`config.mk`:
```
export PLATFORM = sky130hd
export DESIGN_NAME = sri_ctrl
export DESIGN_NICKNAME = d
export VERILOG_FILES = /design/src/rtl/sri_pkg.sv /design/src/rtl/sri_ctrl.sv
export SDC_FILE = /design/constraint.sdc
export NUM_CORES = 1
export LEC_CHECK = 0
export BUFFER_PORTS_ARGS = -buffer_cell sky130_fd_sc_hd__buf_2
export CAP_MARGIN = 25
export CORE_AREA = 2 2 39 41
export DETAILED_ROUTE_END_ITERATION = 8
export DIE_AREA = 0 0 41 43
export GPL_TIMING_DRIVEN = 1
export HOLD_SLACK_MARGIN = 0.12
export PLACE_DENSITY_LB_ADDON = 0.2
export SLEW_MARGIN = 20
export SYNTH_ARGS = -nofsm -noshare
export SYNTH_HDL_FRONTEND = slang
export SYNTH_SLANG_ARGS = --single-unit
export TNS_END_PERCENT = 30
```
`constraint.sdc`:
```
create_clock -name clk_i -period 1.11 [get_ports clk_i]
set_clock_uncertainty 0.15 [all_clocks]
set_input_delay 0.222 -clock clk_i [delete_from_list [all_inputs] [get_ports clk_i]]
set_output_delay 0.222 -clock clk_i [all_outputs]
set_load 0.01 [all_outputs]
```
`src/rtl/sri_pkg.sv`:
```
// ----------------------------------------------------------------------------
// sri_pkg
// Shared types and constants for the snapshot ring index block.
// ----------------------------------------------------------------------------
package sri_pkg;

  // Operation codes carried in the input tuser field.
  localparam logic [1:0] OP_PUBLISH = 2'd0;
  localparam logic [1:0] OP_NEAREST = 2'd1;
  localparam logic [1:0] OP_FRAME   = 2'd2;

  // Field widths of one input and one result item.
  localparam int unsigned OP_W    = 2;
  localparam int unsigned STAMP_W = 64;
  localparam int unsigned FRAME_W = 32;
  localparam int unsigned SLOT_W  = 8;
  localparam int unsigned COUNT_W = 9;

  // Packed stream widths, rounded up to whole bytes.
  localparam int unsigned IN_DATA_W  = 104;
  localparam int unsigned OUT_DATA_W = 280;

  // Commands from the controller to the datapath.
  typedef struct packed {
    logic accept;    // latch the input request and clear the search result
    logic publish;   // perform the publish update
    logic scan_step; // read the next ring entry for the search
    logic rd_old;    // read the oldest entry
    logic rd_new;    // read the newest entry
    logic load;      // load the result register
  } sri_cmd_t;

  // Status from the datapath to the controller.
  typedef struct packed {
    logic [OP_W-1:0] op;
    logic            scan_done;
    logic            out_stall;
  } sri_status_t;

endpackage

```
`src/rtl/sri_ctrl.sv`:
```
// ----------------------------------------------------------------------------
// sri_ctrl
// Sequencer for the snapshot ring index: dispatches requests, runs the publish
// update or ring scan, fetches the oldest and newest tags, loads the result.
// ----------------------------------------------------------------------------
module sri_ctrl
  import sri_pkg::*;
(
  input  logic        clk_i,
  input  logic        rst_ni,
  input  logic        in_valid_i,
  output logic        in_ready_o,
  input  sri_status_t status_i,
  output sri_cmd_t    cmd_o
);

  localparam logic [2:0] ST_IDLE = 3'd0;
  localparam logic [2:0] ST_DISP = 3'd1;
  localparam logic [2:0] ST_PUB  = 3'd2;
  localparam logic [2:0] ST_SCAN = 3'd3;
  localparam logic [2:0] ST_OLD  = 3'd4;
  localparam logic [2:0] ST_NEW  = 3'd5;
  localparam logic [2:0] ST_WAIT = 3'd6;
  localparam logic [2:0] ST_LOAD = 3'd7;

  logic [2:0] state_q, state_d;

  assign in_ready_o = (state_q == ST_IDLE);

  // Next state and command decode.
  always_comb begin
    state_d = state_q;
    cmd_o   = '0;
    case (state_q)
      ST_IDLE: begin
        if (in_valid_i) begin
          cmd_o.accept = 1'b1;
          state_d      = ST_DISP;
        end
      end
      ST_DISP: begin
        case (status_i.op)
          OP_PUBLISH: state_d = ST_PUB;
          OP_NEAREST: state_d = ST_SCAN;
          OP_FRAME:   state_d = ST_SCAN;
          default:    state_d = ST_OLD;
        endcase
      end
      ST_PUB: begin
        cmd_o.publish = 1'b1;
        state_d       = ST_OLD;
      end
      ST_SCAN: begin
        // The last read returns in the cycle that the scan finishes.
        if (status_i.scan_done) begin
          state_d = ST_OLD;
        end else begin
          cmd_o.scan_step = 1'b1;
        end
      end
      ST_OLD: begin
        cmd_o.rd_old = 1'b1;
        state_d      = ST_NEW;
      end
      ST_NEW: begin
        cmd_o.rd_new = 1'b1;
        state_d      = ST_WAIT;
      end
      ST_WAIT: begin
        state_d = ST_LOAD;
      end
      ST_LOAD: begin
        if (!status_i.out_stall) begin
          cmd_o.load = 1'b1;
          state_d    = ST_IDLE;
        end
      end
      default: begin
        state_d = ST_IDLE;
      end
    endcase
  end

  // State register.
  always_ff @(posedge clk_i or negedge rst_ni) begin
    if (!rst_ni) begin
      state_q <= ST_IDLE;
    end else begin
      state_q <= state_d;
    end
  end

endmodule

```
# Yosys cells after proc, flatten, opt, wreduce, memory -nomap -nowiden
# Index checks and enable logic that the tools add are counted.
[op_classes]
eq_ne = 12
muxes = 14
reduce_logical = 4
[ops]
columns = ["cell", "n"]
rows = [
  ["3-bit case mux with 8 select lines", 1],
  ["3-bit equality test (second input constant)", 4],
  ["1-bit two-way mux", 9],
  ["3-bit two-way mux", 3],
  ["3-bit by 2-bit equality test with 1-bit output (second input constant)", 2],
  ["2-bit inequality test (second input constant)", 3],
  ["3-bit case mux with 2 select lines", 1],
  ["3-bit by 1-bit equality test with 1-bit output (second input constant)", 1],
  ["3-bit zero test", 1],
  ["3-bit AND reduction", 1],
  ["2-bit by 1-bit equality test with 1-bit output (second input constant)", 1],
  ["2-bit equality test (second input constant)", 1],
  ["2-bit zero test", 1],
  ["2-bit OR reduction", 1],
]
[word_totals]
regBits = 3
out_inout_bits = 7

# Logic depth before layout (Yosys ltp)
[depth]
ltp_word = 4
depth_mapped = 4

# Worst setup path after synthesis
# No wires, ideal clock.
[synth_timing]
path_kind = "reg2out"
startpoint = "reg state_q[1]"
endpoint = "out cmd_o[5] (netlist bit)"
arrival_ns = 0.965
required_ns = 0.738
slack_ns = -0.227
stages_incl_launch_ff = 4
path_buffers = 1
path_cell_list = "dfrtp_1 buf_2 nor3_2 and2_1"
[synth_rtl]
columns = ["element", "line_no", "text"]
rows = [
  ["from (decl)", "sri_ctrl.sv:26", "logic [2:0] state_q, state_d;"],
  ["from (signal assigned)", "sri_ctrl.sv:89", "state_q <= state_d;"],
  ["to (decl)", "sri_ctrl.sv:14", "output sri_cmd_t cmd_o"],
]

==> out/results.ini <==
[floorplanning]
start_util_pct = 19.53
ios = 14
dieArea_um2 = 1763
core_um2 = 1384
die_x_um = 41
die_h_um = 43
rows = 14

[timing]
tightest_slew_ns = 0.1782
fin_crit_sh_pct = 135.5
final.setup.tns_ns = -3.101
post-route-min-period_ns = 1.504
fmax_ghz = 0.6651
max-slew-margin-rel_pct = 88.12
report.final.hold_viol_count = 0
rsz0062_at_grt = true
finalMaxSlewViolations = 0
worst_slack_ns = -0.3936
setup_violations = 10

[synthesis]
synth_top_area_share_pct = 27.78
ys_seq_elements = 3
synth_nets = 37
syn_area_per_cell_um2 = 9.319
ys_seq_area_share_pct = 27.78
yosysUniqueCellTypes = 24
synth.area.top_cells = dfrtp_1, buf_6, a311oi_2
syn_inst = 29
ys_warn_count = 0
yosys.area.top_type = dfrtp_1
syn_area_um2 = 270.3

[worst_setup_path]
critical_path.cell_chain = nor3_4, and2_4, buf_6
endpoint = cmd_o[5]
worst_ep_arrival_time_ns = 1.13
crit_type = flip-flop to primary output
cp-startpoint = state_q[1]$_DFFE_PN0P_
critPathRequiredTime_ns = 0.74
crit_family = flip-flops
cp_slowest_stage_delay_ns = 0.45
crit_path_start_kind = flip-flop
r2r-end = state_q[0]$_DFFE_PN0P_
endpoint_kind = primary output
reg2reg_depth = 5
reg2reg_slack_ns = -0.34
cp_max_fo = 6
path_buf_inv = 1
cp.depth = 3
cp_slowest_cell = dfrtp_2
rr_startpoint = state_q[0]$_DFFE_PN0P_

[placed_design]
gp_congestion = 0.7141
pre_cts_ws_ns = -0.2368
hpwl_um = 441.6
port_buffers = 13

[global_routing]
met2_usage_pct = 10.94
grt_use_met3_pct = 6.283
overflow = 0
grt_max_degree = 9
grt_busiest_layer = met1
grt_util_met1_pct = 12.58
grt_pass1_vias = 276
grt_first_pass_wirelength_um = 1104
track_usage_pct = 10.15
grt_antenna_before_repair = 0

[cells_and_area]
num-fill-cells = 151
layout_commonest_cell = buf_2
largest_reg_flops = 3
drive_gt1_share_pct = 69.09
largestRegisters = state_q: 3 flops
antenna_cells = 0
syn_to_final_growth_pct = 79.63
fin_nets = 64
fin_util_pct = 35.08
layout.cells.most_common_list = buf_2, buf_4, clkbuf_4, buf_6, dfrtp_2
regMostFlops = state_q

[power_and_ir_drop]
seqPwrFrac_pct = 23.7
p_clk_share_pct = 16.5
pwr-share-comb_pct = 59.7
p_int_mw = 0.7563
p_sw_mw = 0.4570
p_leak_nw = 0.2380
vdd_drop_max_v = 0.0009503
switching_share_pct = 37.66
power_density_nw_per_um2 = 2499

[job]
drv_cap = 0

[drt]
first_pass_iters = 1
detail-route-antenna-nets = 0
wl_per_cell_um = 9.563
drtIter0Drc = 0
vias = 295
routed_wl_um = 679
vias_per_cell = 4.155
drcViolationCount = 0

[clocking]
cts_sinks = 3
h-tree-depth = 1
clockBufferDepth = 2
cts_inserted_buffers = 3
clockRootBuffer = clkbuf_4
clkTransAtPathRegs_ns = 0.04
clock_latency_ns = 0.24
tritoncts = built

[hold_path]
hp-class = input port to asynchronous set/reset pin

[outcome]
status = finished with violations
violations = negative setup slack

worst register-to-register path, cell delays in order (launching register included):
cell and delay (ns):
dfrtp_2 0.45, buf_4 0.16, buf_4 0.14, buf_4 0.13
mux2i_1 0.14, o221ai_1 0.13
cells in the mapped netlist (all sizes together):
cell and n:
buf 3, dfrtp 3, and2 2, nand2b 2, nor2 2, nor3 2
o21ai 2, a211oi 1, a21oi 1, a311oi 1, a31oi 1, and3b 1
ha 1, inv 1, mux2i 1, nand2 1, nor2b 1, nor3b 1
o221ai 1, or2b 1
metal layers:
| layer | vias to the layer above | part of all wire [%] |
|---|---|---|
| met5 | - | 0 |
| met4 | 0 | 4.3 |
| met3 | 4 | 7.8 |
| met2 | 10 | 41 |
| met1 | 127 | 47 |
| li1 | 154 | - |
worst min-delay path by stage:
stage,startpoint,endpoint,slack (ns),depth (start not counted)
floorplan,rst_ni,state_q[0]$_DFFE_PN0P_,-0.22,0
global placement,rst_ni,state_q[1]$_DFFE_PN0P_,-0.13,1
detailed placement,rst_ni,state_q[1]$_DFFE_PN0P_,-0.13,1
CTS,rst_ni,state_q[1]$_DFFE_PN0P_,0.14,2
global route,rst_ni,state_q[1]$_DFFE_PN0P_,0.16,2
finish,rst_ni,state_q[1]$_DFFE_PN0P_,0.15,2
power groups by stage:
stage	logic [mW]	registers, mW	clock network, mW
CTS	0.684	0.292	0.211
floorplan	0.448	0.195	0
finish	0.725	0.288	0.201
global placement	0.518	0.313	0
detailed placement	0.511	0.310	0
global route	0.792	0.302	0.229
layout make-up:
class                      instances  area [µm²]  share of cell area, %
clock buffer                       4       26.28                  5.412
inverter                           1       3.754                 0.7732
multi-input combinational         22       182.7                  37.63
sequential                         3       78.83                  16.24
tap                               16       20.02                  4.124
timing repair buffer              25       173.9                  35.82
metrics by stage:
| step | power (mW) | hold slack [ns] | cell area [µm²] | std cells |
|---|---|---|---|---|
| after floorplan | 0.6432 | -0.2236 | 284.0 | 29 |
| after global placement | 0.8308 | -0.1299 | 386.6 | 61 |
| after detailed placement | 0.8213 | -0.1316 | 386.6 | 61 |
| after CTS | 1.188 | 0.1443 | 474.2 | 70 |
| after global routing | 1.323 | 0.1556 | 485.5 | 71 |
| final | 1.213 | 0.1512 | 485.5 | 71 |
cells by family after synthesis:
logic type               Yosys count  share of synthesized area, %
AND/OR/NAND/NOR                   13                         31.48
AO/OA/AOI/OAI                      7                         20.83
buffers and inverters              4                         11.57
flip-flops                         3                         27.78
multiplexers                       1                         3.704
adder cells (fa/ha/maj)            1                         4.629
what timing repair did:
| action | CTS | global route |
|---|---|---|
| resized for setup | 6 | 1 |
| hold endpoints to repair | 3 | 0 |
| setup buffers | 4 | 1 |
| hold buffers | 1 | 0 |
| endpoints found under the setup margin | 10 | 10 |
| pin swaps | 2 | 1 |
No activity file was read; power rests on OpenSTA's default activity.
